==> config.mk <==
export PLATFORM = sky130hd
export DESIGN_NAME = sysex_globals_unpacker_flat
export DESIGN_NICKNAME = d
export VERILOG_FILES = /design/src/rtl/sgu_pkg.sv /design/src/rtl/sgu_if.sv /design/src/rtl/sgu_front.sv /design/src/rtl/sgu_queue.sv /design/src/rtl/sgu_back.sv /design/src/rtl/sysex_globals_unpacker.sv /design/src/flat_wrapper.sv
export SDC_FILE = /design/constraint.sdc
export NUM_CORES = 1
export LEC_CHECK = 0
export ABC_AREA = 0
export BUFFER_PORTS_ARGS = -buffer_cell sky130_fd_sc_hd__buf_2
export CAP_MARGIN = 10
export CELL_PAD_IN_SITES_DETAIL_PLACEMENT = 1
export CELL_PAD_IN_SITES_GLOBAL_PLACEMENT = 2
export CORE_MARGIN = 2
export CORE_UTILIZATION = 41
export DETAILED_ROUTE_END_ITERATION = 12
export MAX_ROUTING_LAYER = met4
export PLACE_DENSITY_LB_ADDON = 0.1
export SETUP_SLACK_MARGIN = 0.2
export SLEW_MARGIN = 20
export SYNTH_ARGS = -nofsm -noshare
export SYNTH_HDL_FRONTEND = slang
export SYNTH_SLANG_ARGS = --single-unit
==> constraint.sdc <==
create_clock -name clock -period 3.7 [get_ports clock]
set_input_delay 0.185 -clock clock [delete_from_list [all_inputs] [get_ports clock]]
set_output_delay 0.185 -clock clock [all_outputs]
set_load 0.01 [all_outputs]
==> src/rtl/sgu_pkg.sv <==
// ----------------------------------------------------------------------------
// sgu_pkg
// Shared types and constants for the SysEx globals unpacker: section bounds,
// register indexes and the job word handed from the front end to the back end.
// ----------------------------------------------------------------------------
package sgu_pkg;

   // register indexes on the csr port
   localparam logic CSR_HEADER_WORD     = 1'b0;
   localparam logic CSR_EXPECTED_LENGTH = 1'b1;

   // register reset values
   localparam logic [31:0] HEADER_WORD_RESET     = 32'h7E00_2000;
   localparam logic [8:0]  EXPECTED_LENGTH_RESET = 9'd345;

   // message positions
   localparam logic [8:0] POS_MAX        = 9'd511;
   localparam logic [8:0] POS_FIRST_PKT  = 9'd8;
   localparam logic [8:0] POS_MIN_VERDICT = 9'd5;

   // section ranges of raw positions
   localparam logic [8:0] SEC0_FIRST = 9'd8;
   localparam logic [8:0] SEC0_LAST  = 9'd35;
   localparam logic [8:0] SEC1_FIRST = 9'd36;
   localparam logic [8:0] SEC1_LAST  = 9'd181;
   localparam logic [8:0] SEC2_FIRST = 9'd182;
   localparam logic [8:0] SEC2_LAST  = 9'd328;
   localparam logic [8:0] SEC3_FIRST = 9'd329;
   localparam logic [8:0] SEC3_LAST  = 9'd331;
   localparam logic [8:0] SEC4_FIRST = 9'd332;
   localparam logic [8:0] SEC4_LAST  = 9'd338;

   // section codes
   localparam logic [2:0] SEC_KEY_SENS = 3'd0;
   localparam logic [2:0] SEC_TABLE1   = 3'd1;
   localparam logic [2:0] SEC_TABLE2   = 3'd2;
   localparam logic [2:0] SEC_TRIMS    = 3'd3;
   localparam logic [2:0] SEC_OFFSETS  = 3'd4;

   // job queue between front and back
   localparam int QUEUE_DEPTH = 4;
   localparam int QPTR_W      = $clog2(QUEUE_DEPTH);

   // one unit of work: a decoded packet with its emit mask, and/or a verdict
   typedef struct packed {
      logic [6:0][7:0] data;
      logic [6:0]      mask;
      logic [5:0]      packet;
      logic            verdict;
      logic            ok;
   } job_type;

endpackage

==> src/rtl/sgu_if.sv <==
// ----------------------------------------------------------------------------
// sgu_if
// Valid/ready channels of the unpacker: raw message bytes in, results out.
// ----------------------------------------------------------------------------
interface sgu_req_if;
   logic       valid;
   logic       ready;
   logic [7:0] data_byte;
   logic       end_of_message;

   modport source (output valid, data_byte, end_of_message, input ready);
   modport sink   (input valid, data_byte, end_of_message, output ready);
endinterface

interface sgu_rsp_if;
   logic       valid;
   logic       ready;
   logic [7:0] decoded_byte;
   logic [2:0] section;
   logic [7:0] section_offset;
   logic       is_verdict;
   logic       message_ok;
   logic       last;

   modport source (output valid, decoded_byte, section, section_offset, is_verdict,
                   message_ok, last, input ready);
   modport sink   (input valid, decoded_byte, section, section_offset, is_verdict,
                   message_ok, last, output ready);
endinterface

==> src/rtl/sgu_front.sv <==
// ----------------------------------------------------------------------------
// sgu_front
// Accepts message bytes, tracks position and header match, gathers 7-in-8
// packets and pushes a job for every completed packet or message end.
// ----------------------------------------------------------------------------
module sgu_front #(
   parameter int PACKET_COUNT = 42
) (
   input  logic              clock,
   input  logic              reset,
   sgu_req_if.sink           req_chan,
   input  logic              csr_write_enable,
   input  logic              csr_index,
   input  logic [31:0]       csr_write_data,
   input  logic              queue_full,
   output logic              push,
   output sgu_pkg::job_type  push_job
);

   logic [31:0]     header_word_ff;
   logic [8:0]      expected_length_ff;
   logic [8:0]      pos_ff, pos_in;
   logic            hdr_match_ff, hdr_match_in;
   logic [6:0][7:0] store_ff;
   logic            accept;
   logic [7:0]      want_byte;
   logic            hdr_check;
   logic [5:0]      pkt;
   logic            packet_done;
   logic [6:0]      mask;
   logic [6:0][7:0] decoded;
   logic            ok;

   assign req_chan.ready = !queue_full;
   assign accept         = req_chan.valid && req_chan.ready;
   assign pkt            = pos_ff[8:3];

   // register writes
   always_ff @(posedge clock) begin
      if (reset) begin
         header_word_ff     <= sgu_pkg::HEADER_WORD_RESET;
         expected_length_ff <= sgu_pkg::EXPECTED_LENGTH_RESET;
      end else if (csr_write_enable) begin
         case (csr_index)
            sgu_pkg::CSR_HEADER_WORD:     header_word_ff     <= csr_write_data;
            sgu_pkg::CSR_EXPECTED_LENGTH: expected_length_ff <= csr_write_data[8:0];
            default: ;
         endcase
      end
   end

   // header byte expected at this position
   always_comb begin
      want_byte = 8'h00;
      hdr_check = 1'b0;
      case (pos_ff)
         9'd1: begin
            want_byte = header_word_ff[31:24];
            hdr_check = 1'b1;
         end
         9'd2: begin
            want_byte = header_word_ff[23:16];
            hdr_check = 1'b1;
         end
         9'd3: begin
            want_byte = header_word_ff[15:8];
            hdr_check = 1'b1;
         end
         9'd4: begin
            want_byte = header_word_ff[7:0];
            hdr_check = 1'b1;
         end
         default: ;
      endcase
   end

   assign hdr_match_in = hdr_match_ff && !(hdr_check && (want_byte != req_chan.data_byte));
   assign pos_in       = (pos_ff == sgu_pkg::POS_MAX) ? pos_ff : pos_ff + 9'd1;

   // packet completes on its eighth byte
   assign packet_done = (pos_ff >= sgu_pkg::POS_FIRST_PKT) && (pos_ff < sgu_pkg::POS_MAX)
                        && (pkt <= 6'(PACKET_COUNT)) && (pos_ff[2:0] == 3'd7);

   // merge top bits, mark slots that land in a section
   always_comb begin
      for (int i = 0; i < 7; i++) begin
         decoded[i] = store_ff[i] | {req_chan.data_byte[i], 7'b0};
         mask[i]    = packet_done && ({pkt, 3'(i)} <= sgu_pkg::SEC4_LAST);
      end
   end

   assign ok = hdr_match_in && (pos_in >= sgu_pkg::POS_MIN_VERDICT)
               && (pos_in == expected_length_ff);

   assign push            = accept && ((mask != 7'd0) || req_chan.end_of_message);
   assign push_job.data    = decoded;
   assign push_job.mask    = mask;
   assign push_job.packet  = pkt;
   assign push_job.verdict = req_chan.end_of_message;
   assign push_job.ok      = ok;

   // message state
   always_ff @(posedge clock) begin
      if (reset) begin
         pos_ff       <= 9'd0;
         hdr_match_ff <= 1'b1;
      end else if (accept) begin
         if (req_chan.end_of_message) begin
            pos_ff       <= 9'd0;
            hdr_match_ff <= 1'b1;
         end else begin
            pos_ff       <= pos_in;
            hdr_match_ff <= hdr_match_in;
         end
      end
   end

   // packet store, one raw byte per slot
   always_ff @(posedge clock) begin
      if (accept && (pos_ff >= sgu_pkg::POS_FIRST_PKT) && (pos_ff[2:0] != 3'd7)) begin
         store_ff[pos_ff[2:0]] <= req_chan.data_byte;
      end
   end

endmodule

==> src/rtl/sgu_queue.sv <==
// ----------------------------------------------------------------------------
// sgu_queue
// Short job queue that lets the front end and the back end stall apart.
// ----------------------------------------------------------------------------
module sgu_queue (
   input  logic              clock,
   input  logic              reset,
   input  logic              push,
   input  sgu_pkg::job_type  push_job,
   input  logic              pop,
   output logic              full,
   output logic              head_valid,
   output sgu_pkg::job_type  head_job
);

   localparam int CNT_W = $clog2(sgu_pkg::QUEUE_DEPTH + 1);

   sgu_pkg::job_type             entry_ff [sgu_pkg::QUEUE_DEPTH];
   logic [sgu_pkg::QPTR_W-1:0]   wr_ptr_ff, rd_ptr_ff;
   logic [CNT_W-1:0]             count_ff;

   assign full       = (count_ff == CNT_W'(sgu_pkg::QUEUE_DEPTH));
   assign head_valid = (count_ff != '0);
   assign head_job   = entry_ff[rd_ptr_ff];

   // pointers and fill level
   always_ff @(posedge clock) begin
      if (reset) begin
         wr_ptr_ff <= '0;
         rd_ptr_ff <= '0;
         count_ff  <= '0;
      end else begin
         if (push) wr_ptr_ff <= wr_ptr_ff + 1'b1;
         if (pop)  rd_ptr_ff <= rd_ptr_ff + 1'b1;
         case ({push, pop})
            2'b10:   count_ff <= count_ff + 1'b1;
            2'b01:   count_ff <= count_ff - 1'b1;
            default: ;
         endcase
      end
   end

   // entry storage
   always_ff @(posedge clock) begin
      if (push) entry_ff[wr_ptr_ff] <= push_job;
   end

endmodule

==> src/rtl/sgu_back.sv <==
// ----------------------------------------------------------------------------
// sgu_back
// Walks the head job one result per cycle unless stalled: decoded bytes
// in section order, then the verdict, into a registered output word.
// ----------------------------------------------------------------------------
module sgu_back (
   input  logic              clock,
   input  logic              reset,
   input  logic              head_valid,
   input  sgu_pkg::job_type  head_job,
   output logic              pop,
   sgu_rsp_if.source         rsp_chan
);

   logic       started_ff, started_in;
   logic [7:0] remain_ff, remain_in;
   logic       rsp_valid_ff;
   logic [7:0] rsp_byte_ff, rsp_byte_in;
   logic [2:0] rsp_sec_ff, rsp_sec_in;
   logic [7:0] rsp_off_ff, rsp_off_in;
   logic       rsp_verdict_ff, rsp_verdict_in;
   logic       rsp_ok_ff, rsp_ok_in;
   logic       rsp_last_ff, rsp_last_in;
   logic       take;
   logic [7:0] bits;
   logic [7:0] pick;
   logic [2:0] slot;
   logic [8:0] pos;
   logic [8:0] off_wide;

   assign take = head_valid && (!rsp_valid_ff || rsp_chan.ready);
   assign bits = started_ff ? remain_ff : {head_job.verdict, head_job.mask};
   assign pick = bits & (~bits + 8'd1);

   // slot index and data of the picked result
   always_comb begin
      slot        = 3'd0;
      rsp_byte_in = 8'h00;
      for (int i = 0; i < 8; i++) begin
         if (pick[i]) slot = 3'(i);
      end
      for (int i = 0; i < 7; i++) begin
         if (pick[i]) rsp_byte_in = head_job.data[i];
      end
   end

   assign pos            = {head_job.packet, slot};
   assign remain_in      = bits & ~pick;
   assign rsp_verdict_in = pick[7];
   assign rsp_ok_in      = pick[7] && head_job.ok;
   assign rsp_last_in    = (remain_in == 8'd0);
   assign pop            = take && rsp_last_in;
   assign started_in     = !rsp_last_in;

   // section lookup
   always_comb begin
      if (pos <= sgu_pkg::SEC0_LAST) begin
         rsp_sec_in = sgu_pkg::SEC_KEY_SENS;
         off_wide   = pos - sgu_pkg::SEC0_FIRST;
      end else if (pos <= sgu_pkg::SEC1_LAST) begin
         rsp_sec_in = sgu_pkg::SEC_TABLE1;
         off_wide   = pos - sgu_pkg::SEC1_FIRST;
      end else if (pos <= sgu_pkg::SEC2_LAST) begin
         rsp_sec_in = sgu_pkg::SEC_TABLE2;
         off_wide   = pos - sgu_pkg::SEC2_FIRST;
      end else if (pos <= sgu_pkg::SEC3_LAST) begin
         rsp_sec_in = sgu_pkg::SEC_TRIMS;
         off_wide   = pos - sgu_pkg::SEC3_FIRST;
      end else begin
         rsp_sec_in = sgu_pkg::SEC_OFFSETS;
         off_wide   = pos - sgu_pkg::SEC4_FIRST;
      end
      rsp_off_in = off_wide[7:0];
      if (pick[7]) begin
         rsp_sec_in = sgu_pkg::SEC_KEY_SENS;
         rsp_off_in = 8'd0;
      end
   end

   // job walk control
   always_ff @(posedge clock) begin
      if (reset) begin
         started_ff   <= 1'b0;
         remain_ff    <= 8'd0;
         rsp_valid_ff <= 1'b0;
      end else begin
         if (take) begin
            started_ff <= started_in;
            remain_ff  <= remain_in;
         end
         if (take) begin
            rsp_valid_ff <= 1'b1;
         end else if (rsp_chan.ready) begin
            rsp_valid_ff <= 1'b0;
         end
      end
   end

   // output word
   always_ff @(posedge clock) begin
      if (take) begin
         rsp_byte_ff    <= rsp_byte_in;
         rsp_sec_ff     <= rsp_sec_in;
         rsp_off_ff     <= rsp_off_in;
         rsp_verdict_ff <= rsp_verdict_in;
         rsp_ok_ff      <= rsp_ok_in;
         rsp_last_ff    <= rsp_last_in;
      end
   end

   assign rsp_chan.valid          = rsp_valid_ff;
   assign rsp_chan.decoded_byte   = rsp_byte_ff;
   assign rsp_chan.section        = rsp_sec_ff;
   assign rsp_chan.section_offset = rsp_off_ff;
   assign rsp_chan.is_verdict     = rsp_verdict_ff;
   assign rsp_chan.message_ok     = rsp_ok_ff;
   assign rsp_chan.last           = rsp_last_ff;

   // a verdict always closes its job
   assert property (@(posedge clock) disable iff (reset)
      rsp_valid_ff && rsp_verdict_ff |-> rsp_last_ff)
      else $error("verdict word without last");

   // data words carry no ok flag and a legal section
   assert property (@(posedge clock) disable iff (reset)
      rsp_valid_ff && !rsp_verdict_ff |-> !rsp_ok_ff && (rsp_sec_ff <= sgu_pkg::SEC_OFFSETS))
      else $error("bad data word");

   // a job in progress never has an empty remainder
   assert property (@(posedge clock) disable iff (reset)
      started_ff |-> (remain_ff != 8'd0) && head_valid)
      else $error("job walk lost its head");

endmodule

==> src/rtl/sysex_globals_unpacker.sv <==
// ----------------------------------------------------------------------------
// sysex_globals_unpacker
// Streaming 7-in-8 unpacker for a SysEx globals message with header and
// length check.
//
//   channel   dir   handshake           word
//   req_chan  in    valid/ready         data_byte, end_of_message
//   rsp_chan  out   valid/ready         decoded_byte, section, section_offset,
//                                       is_verdict, message_ok, last
//   csr_*     in    write enable only   csr_index, csr_write_data
//
// One byte is accepted per cycle while the four-entry job queue has room.
// A byte that completes a packet or ends the message yields one job; the
// back end drains a job at one result per cycle unless the output stalls
// (up to seven bytes plus a verdict), through the registered output word.
// Synchronous active-high reset clears position, header match, queue and
// output valid; no clearing pass. Output stalls back up through the queue.
// ----------------------------------------------------------------------------
module sysex_globals_unpacker #(
   parameter int PACKET_COUNT = 42
) (
   input  logic        clock,
   input  logic        reset,
   sgu_req_if.sink     req_chan,
   sgu_rsp_if.source   rsp_chan,
   input  logic        csr_write_enable,
   input  logic        csr_index,
   input  logic [31:0] csr_write_data
);

   logic             queue_full;
   logic             push;
   sgu_pkg::job_type push_job;
   logic             pop;
   logic             head_valid;
   sgu_pkg::job_type head_job;

   // byte intake and packet gathering
   sgu_front #(
      .PACKET_COUNT (PACKET_COUNT)
   ) u_front (
      .clock            (clock),
      .reset            (reset),
      .req_chan         (req_chan),
      .csr_write_enable (csr_write_enable),
      .csr_index        (csr_index),
      .csr_write_data   (csr_write_data),
      .queue_full       (queue_full),
      .push             (push),
      .push_job         (push_job)
   );

   // job queue
   sgu_queue u_queue (
      .clock      (clock),
      .reset      (reset),
      .push       (push),
      .push_job   (push_job),
      .pop        (pop),
      .full       (queue_full),
      .head_valid (head_valid),
      .head_job   (head_job)
   );

   // result emission
   sgu_back u_back (
      .clock      (clock),
      .reset      (reset),
      .head_valid (head_valid),
      .head_job   (head_job),
      .pop        (pop),
      .rsp_chan   (rsp_chan)
   );

endmodule
==> src/flat_wrapper.sv <==
// flat-port wrapper written by rule: the top's interface ports become plain ports
module sysex_globals_unpacker_flat 
#(
   parameter int PACKET_COUNT = 42
)
  (clock, reset, csr_write_enable, csr_index, csr_write_data, req_chan_valid, req_chan_data_byte, req_chan_end_of_message, req_chan_ready, rsp_chan_valid, rsp_chan_decoded_byte, rsp_chan_section, rsp_chan_section_offset, rsp_chan_is_verdict, rsp_chan_message_ok, rsp_chan_last, rsp_chan_ready);
  sgu_req_if req_chan_i ();
  sgu_rsp_if rsp_chan_i ();
  input  logic clock;
  input  logic reset;
  input  logic csr_write_enable;
  input  logic csr_index;
  input  logic [31:0] csr_write_data;
  input wire logic [$bits(req_chan_i.valid)-1:0] req_chan_valid;
  input wire logic [$bits(req_chan_i.data_byte)-1:0] req_chan_data_byte;
  input wire logic [$bits(req_chan_i.end_of_message)-1:0] req_chan_end_of_message;
  output wire logic [$bits(req_chan_i.ready)-1:0] req_chan_ready;
  output wire logic [$bits(rsp_chan_i.valid)-1:0] rsp_chan_valid;
  output wire logic [$bits(rsp_chan_i.decoded_byte)-1:0] rsp_chan_decoded_byte;
  output wire logic [$bits(rsp_chan_i.section)-1:0] rsp_chan_section;
  output wire logic [$bits(rsp_chan_i.section_offset)-1:0] rsp_chan_section_offset;
  output wire logic [$bits(rsp_chan_i.is_verdict)-1:0] rsp_chan_is_verdict;
  output wire logic [$bits(rsp_chan_i.message_ok)-1:0] rsp_chan_message_ok;
  output wire logic [$bits(rsp_chan_i.last)-1:0] rsp_chan_last;
  input wire logic [$bits(rsp_chan_i.ready)-1:0] rsp_chan_ready;
  assign req_chan_i.valid = req_chan_valid;
  assign req_chan_i.data_byte = req_chan_data_byte;
  assign req_chan_i.end_of_message = req_chan_end_of_message;
  assign req_chan_ready = req_chan_i.ready;
  assign rsp_chan_valid = rsp_chan_i.valid;
  assign rsp_chan_decoded_byte = rsp_chan_i.decoded_byte;
  assign rsp_chan_section = rsp_chan_i.section;
  assign rsp_chan_section_offset = rsp_chan_i.section_offset;
  assign rsp_chan_is_verdict = rsp_chan_i.is_verdict;
  assign rsp_chan_message_ok = rsp_chan_i.message_ok;
  assign rsp_chan_last = rsp_chan_i.last;
  assign rsp_chan_i.ready = rsp_chan_ready;
  sysex_globals_unpacker #(.PACKET_COUNT(PACKET_COUNT)) u_core (.clock(clock), .reset(reset), .req_chan(req_chan_i), .rsp_chan(rsp_chan_i), .csr_write_enable(csr_write_enable), .csr_index(csr_index), .csr_write_data(csr_write_data));
endmodule
==> impl_metrics.yaml, run 1 <==
run_status:
  outcome: "finished, final reports clean"
timing:
  hold_ws_ns: 0.0292
  max_freq_ghz: 0.291
  rsz0062_at_grt: "true"
  worstMarginPinSlew_ns: 0.924
  fin_crit_sh_pct: 92.9
  setup_slack_ns: 0.265
  finalHoldViolations: 0
  min_period_ns: 3.44
  relSlewSlack_pct: 38.1
  slew_violations: 0
  setup_violations: 0
  setup-tns-final_ns: 0
  finalClockSkew_ns: 0.0103
grt:
  overflow: 0
  grt_pass1_vias: 11300
  antenna_found_initial: 0
  grt_max_degree: 56
  grt_use_total_pct: 20.6
  grt_pass1_wl_mm: 66.5
power:
  total_power_mw: 13.5
  ir_worst_vdd_v: 0.000348
  p_leak_nw: 7.20
  p_per_area_nw_per_um2: 637
clocking:
  htree_levels: 2
  clock_latency_ns: 0.57
  cts_inserted_buffers: 44
  clkSlewWorstSetupHoldPaths_ns: 0.06
  root_buffer: "clkbuf_16"
  cts_num_sinks: 415
  clock_path_buffers: 3
  cts_tree: "yes"
final_layout:
  postLayoutCellArea_sq_um: 21100
  drive_gt1_share_pct: 25.1
  antennaDiodeCount: 0
  layout.cells.non_filler: 1936
  postLayoutCoreUtil_pct: 50.5
  nets: 1438
  syn_to_final_growth_pct: 21.8
setup_path:
  crit_type: "reg -> reg"
  rr_endpoint: "u_core.u_back.rsp_chan.section_offset[7]"
  cp-end-kind: "flop"
  critical_path.max_fanout: 4
  r2r.worst_path.cells: 14
  required_ns: 4.02
  cp_slowest_cell: "or3b_1"
  crit_path_start_kind: "flop"
  crit_chain: "or3b_1 > a222oi_1 > buf_4 > nor2_1 > or3_4 > inv_2 > ha_1 > nand2_1 > o31a_1 > nor2_4 > a21oi_2 > o41ai_2 > a31oi_1 > a32o_1"
  cp_slowest_stage_delay_ns: 0.39
  r2r-start: "u_core.u_back.remain_ff[4]"
  arrival_ns: 3.75
  reg2reg_setup_slack_ns: 0.26
place:
  place_ws_ns: -0.0130
  placed_cells: 1789
  gp_congestion: 0.811
  dp.final_hpwl_mm: 27.8
  place_area_sq_um: 18800
  portBuffers: 70
die:
  row_count: 75
  initial_core_util_pct: 41.5
  pin_count: 71
  die_height_microns: 210
  die_area_sq_um: 44000
  core_sq_um: 41900
  dieWidth_microns: 210
synthesis:
  synth_ff_type: "edfxtp_1"
  yosysTopAreaCell: "edfxtp_1"
  mappedNetlistArea_sq_um: 17400
  yosysSeqAreaShare_pct: 67.8
  yosysUniqueCellTypes: 76
  async_flop_share_pct: 0
  syn_inst: 1171
  syn-num-nets: 1248
  ys_warn_count: 0
  ys_ff_latch: 415
  synth_top_cells_by_area: "edfxtp_1 (60%), mux4_2 (8.3%), dfxtp_1 (8.0%), nand2_1 (2.7%), ha_1 (2.1%)"
  synth_top_cell_area_share_pct: 59.9
  synth_area_per_cell_sq_um: 14.8
  synth_edf_count: 346
route:
  drt-total-wl_mm: 42.9
  wl_per_cell_microns: 22.2
  num_vias: 10500
  drt_first_pass_iters: 7
  initialDrtViolationCount: 573
  viasPerCell: 5.41
  ant_nets: 0
  drc: 0
hold_path:
  hold_end: "u_core.u_front.store_ff[36]"
  hold_depth: 1
  hp-class: "in -> reg"
  min_from: "req_chan_data_byte[4]"
run:
  cap_viol_max_count: 0
## Yosys cell counts (4+ instances only)
library cell and count:
buf_2 7, nor4_1 9, nor2_1 63, buf_1 10
xor2_1 15, nand3b_1 8, nand3_1 16, mux2i_1 12
nor3_1 17, a41oi_1 6, and2_1 13, a31oi_1 10
or2_2 7, inv_1 24, nand2b_1 12, and3_1 10
a21oi_1 71, mux2_2 4, a22o_1 6, a21o_1 11
nand2_1 124, xnor2_1 13, dfxtp_1 69, a22oi_1 20
mux4_2 64, o21ai_0 27, nor2b_1 8, o211ai_1 4
a211oi_1 5, nand4_1 6, o22ai_1 5, edfxtp_1 346
a211o_1 5, ha_1 29, o21bai_1 6, clkbuf_1 42
## what timing repair did
item                                   4_1_cts  5_1_grt
hold buffers                                44        0
setup endpoints to repair                    8       13
pin swaps                                    1       16
endpoints found under the hold margin       88        0
gates resized for setup                     11       39
gates cloned                                 0        1
buffers inserted                             3       17
## cell type report
cell class | instances | area [sq um]
Clock buffer | 59 | 1190
Clock inverter | 23 | 347
Fill cell | 4088 | 20700
Inverter | 26 | 97.6
Multi-Input combinational cell | 669 | 5440
Sequential cell | 415 | 11800
Tap cell | 539 | 674
Timing Repair Buffer | 205 | 1600
## worst max path at each step
stage               cells after the start                                        to                        from
finish                                 14  u_core.u_back.rsp_chan.section_offset[7]  u_core.u_back.remain_ff[4]
CTS                                    12  u_core.u_back.rsp_chan.section_offset[7]                        flop
global placement                       15  u_core.u_back.rsp_chan.section_offset[7]                        flop
floorplan                              15  u_core.u_back.rsp_chan.section_offset[3]                        flop
global route                           15  u_core.u_back.rsp_chan.section_offset[7]                        flop
detailed placement                     13                u_core.u_queue.count_ff[2]                        flop
## worst max-delay path, delay by kind of cell (launching register included)
family | cells | cell delay, ns
compound gates | 6 | 1.35
simple gates | 5 | 1.03
flops | 1 | 0.32
buf+inv | 2 | 0.29
fa+ha+maj | 1 | 0.19
## registers in the layout (all words and copies together) (netlist names), 3 cells and up, named ones only
| register | flops |
|---|---|
| u_core.u_front.store_ff | 56 |
| u_core.u_queue.entry_ff | 268 |
| u_core.u_back.remain_ff | 7 |
| u_core.u_front.expected_length_ff | 9 |
| u_core.u_back.rsp_chan.decoded_byte | 8 |
| u_core.u_back.rsp_chan.section_offset | 8 |
| u_core.u_back.rsp_chan.section | 3 |
| u_core.u_queue.count_ff | 3 |
| u_core.u_front.header_word_ff | 32 |
| u_core.u_front.pos_ff | 9 |
## where the power goes
part / total [mW] / switching [mW] / internal, mW
Clock: 4.64 / 1.81 / 2.83
Combinational: 3.33 / 1.89 / 1.44
Sequential: 5.49 / 0.114 / 5.37
Total: 13.5 / 3.82 / 9.64
## cell families (layout without fill, tap and decap cells)
family          after synthesis  in the layout  share of synthesized area [%]
compound gates              214            215                           8.37
xor+xnor                     28             28                           1.41
fa+ha+maj                    30             30                           2.21
buf+inv                      88            313                           2.08
flops                       415            415                           67.8
mux                          80             80                           9.26
simple gates                316            316                           8.83
## cells in the final DEF (no fill, tap or decap), types with 5 or more instances in the layout
cell type	instances
inv_1	23
buf_2	70
edfxtp_1	346
a22o_1	6
a22oi_1	19
a41oi_1	6
bufinv_16	8
buf_4	78
xor2_1	15
ha_1	25
nand3_1	14
a211o_1	5
a31oi_1	10
nand2_1	124
o21ai_0	22
and2_1	7
buf_12	9
or2_2	7
mux2i_1	11
clkbuf_1	13
nor2_1	61
nand3b_1	8
mux4_2	64
xnor2_1	13
o21bai_1	6
a21o_1	10
clkinv_1	10
dlygate4sd3_1	44
a21oi_1	68
nand2b_1	12
nor3_1	14
clkbuf_16	45
nor4_1	6
and2_4	5
nand4_1	6
nor2b_1	7
and3_1	10
dfxtp_1	66
## layer usage
metal	track usage [%]	up-vias	share of wire, %
li1	-	4897	-
met1	26.1	5338	45
met2	34.3	182	50
met3	3.50	59	3.5
met4	5.62	0	2.1
met5	-	-	0
(Power assumes the default switching activity.)
==> run 2: changes to the inputs <==
Settings changed: CORE_UTILIZATION 41 to 45, REMOVE_ABC_BUFFERS set to 1.
Clock period 3.7 ns to 3.35 ns, I/O delays scaled along.
==> impl_metrics.yaml, run 2 (synthesized netlist as in run 1, its figures left out) <==
route:
  initialDrtViolationCount: 667
  drt-total-wl_mm: 43.0
  drc: 0
  ant_nets: 0
  num_vias: 10800
  drt_first_pass_iters: 5
  viasPerCell: 5.46
  wl_per_cell_microns: 21.7
timing:
  fin_crit_sh_pct: 104
  finalClockSkew_ns: 0.0211
  hold_ws_ns: 0.144
  rsz0062_at_grt: "true"
  setup_violations: 7
  finalHoldViolations: 0
  relSlewSlack_pct: 40.9
  max_freq_ghz: 0.286
  slew_violations: 0
  worstMarginPinSlew_ns: 0.887
  setup_slack_ns: -0.146
  min_period_ns: 3.50
hold_path:
  hp-class: "in -> reg"
  hold_depth: 4
  min_from: "req_chan_valid"
power:
  power.internal_mw: 10.6
  p_per_area_nw_per_um2: 691
  p_leak_nw: 7.55
  pwr-share-clk_pct: 30.3
  total_power_mw: 15.1
  swShare_pct: 29.4
  comb_power_share_pct: 29.5
  ir_worst_vdd_v: 0.000298
  power_frac_seq_pct: 40.2
  netSwitchingPower_mw: 4.43
grt:
  overflow: 0
  grt_use_total_pct: 22.4
  grt_pass1_vias: 11400
  grt_pass1_wl_mm: 67.0
  grt_max_degree: 57
  antenna_found_initial: 0
die:
  core_sq_um: 37800
  die_area_sq_um: 40100
  row_count: 71
  initial_core_util_pct: 45.8
  dieWidth_microns: 200
  pin_count: 71
  die_height_microns: 200
run_status:
  outcome: "finished, violations left"
  violations: "negative setup slack"
final_layout:
  layout.cells.non_filler: 1981
  largest_reg_flops: 268
  final_cell_mix: "edfxtp_1 (346), buf_4 (134), nand2_1 (119)"
  fillers: 3682
  antennaDiodeCount: 0
  syn_to_final_growth_pct: 25.6
  max_flop_register: "u_core.u_queue.entry_ff"
  postLayoutCellArea_sq_um: 21800
  nets: 1513
  drive_gt1_share_pct: 31.0
  final_common_cell: "edfxtp_1"
setup_path:
  cp_slowest_cell: "or3_4"
  cp_slowest_stage_delay_ns: 0.41
  critical_path.max_fanout: 4
  setup.worst_path.end: "u_core.u_back.rsp_chan.section_offset[7]"
  worst-path-stages: 18
  arrival_ns: 3.92
  required_ns: 3.78
  cp-end-kind: "flop"
  crit_path_start_kind: "flop"
  path_buf_inv: 6
  rr_endpoint: "u_core.u_back.rsp_chan.section_offset[7]"
  crit_type: "reg -> reg"
  crit_family: "simple AND/OR/NAND/NOR gates"
  crit_path_frequent_cell: "buf_6"
  crit_chain: "buf_6 > buf_6 > mux2i_2 > a222oi_1 > buf_4 > buf_6 > nor2_4 > or3_4 > inv_4 > buf_6 > ha_4 > nand2_2 > o31a_1 > nor2_4 > a21oi_4 > or3_1 > a31oi_1 > a32o_1"
  r2r.worst_path.cells: 18
  reg2reg_setup_slack_ns: -0.15
place:
  place_area_sq_um: 19200
  portBuffers: 70
  placed_cells: 1826
  gp_congestion: 0.837
  dp.final_hpwl_mm: 27.5
  place_ws_ns: -0.206
clocking:
  cts_inserted_buffers: 44
  clock_latency_ns: 0.57
  root_buffer: "clkbuf_16"
  cts_tree: "yes"
  htree_levels: 2
  clock_path_buffers: 3
  clkSlewWorstSetupHoldPaths_ns: 0.06
  cts_num_sinks: 415
run:
  cap_viol_max_count: 0
==> run 2: cell count changes in the layout (fill, tap and decap cells not counted), sizes merged <==
cell | before | now
a21oi | 72 | 71
buf | 161 | 235
bufinv | 8 | 2
clkbuf | 59 | 54
clkinv | 13 | 20
clkinvlp | 0 | 4
dlygate4sd3 | 44 | 46
inv | 28 | 26
==> run 2: worst register-to-register path, stage by stage (launching register included) <==
cell      delay [ns]
dfxtp_4         0.35
buf_6           0.12
buf_6           0.11
mux2i_2         0.15
a222oi_1        0.30
buf_4           0.18
buf_6           0.10
nor2_4          0.03
or3_4           0.41
inv_4           0.08
buf_6           0.10
ha_4            0.14
nand2_2         0.06
o31a_1          0.27
nor2_4          0.15
a21oi_4         0.07
or3_1           0.38
a31oi_1         0.18
a32o_1          0.18
==> run 2: area by class of cell <==
cell class,count,area (sq um),share of cell area (%)
Clock buffer,54,1140,5.23
Clock inverter,26,219,1.00
Inverter,26,100,0.459
Multi-Input combinational cell,668,5650,25.9
Sequential cell,415,11800,54.1
Tap cell,511,639,2.93
Timing Repair Buffer,281,2260,10.4
==> run 2: timing repair <==
item | 4_1_cts | 5_1_grt
pin swaps | 27 | 27
setup buffers | 17 | 11
hold buffers | 46 | 0
gates cloned | 1 | 0
endpoints found under the setup margin | 20 | 18
hold endpoints to repair | 98 | 0
resized for setup | 66 | 56
==> run 2: power by group through the flow <==
stage / registers, mW / clock network, mW / logic, mW
2_1_floorplan: 6.35 / 0 / 1.81
3_3_place_gp: 6.15 / 0 / 3.60
3_5_place_dp: 6.16 / 0 / 3.61
4_1_cts: 6.05 / 4.69 / 4.08
5_1_grt: 6.09 / 4.85 / 4.82
6_report: 6.05 / 4.57 / 4.43
==> run 2: per-layer routing <==
layer	track usage (%)	vias up	share of wire, %	routed length [microns]
li1	-	5045	-	-
met1	29.4	5481	44	19100
met2	37.2	227	50	21600
met3	2.90	56	3.5	1500
met4	5.61	0	1.7	737
met5	-	-	0	0
==> run 2: how the worst min path moves through the flow <==
stage / endpoint / slack (ns)
6_report: u_core.u_front.pos_ff[8] / 0.14
5_1_grt: u_core.u_front.pos_ff[8] / 0.18
4_1_cts: u_core.u_front.pos_ff[8] / 0.13
3_5_place_dp: u_core.u_front.header_word_ff[25] / 0.38
3_3_place_gp: u_core.u_front.header_word_ff[26] / 0.38
2_1_floorplan: u_core.u_back.remain_ff[1] / 0.24
==> run 2: through the flow <==
step | setup TNS, ns | util (%)
6_report | -0.678 | 57.6
5_1_grt | -1.88 | 57.6
4_1_cts | -0.451 | 56.7
2_1_floorplan | -143.57 | -
3_5_place_dp | -1.41 | 50.8
3_3_place_gp | -0.742 | 50.8
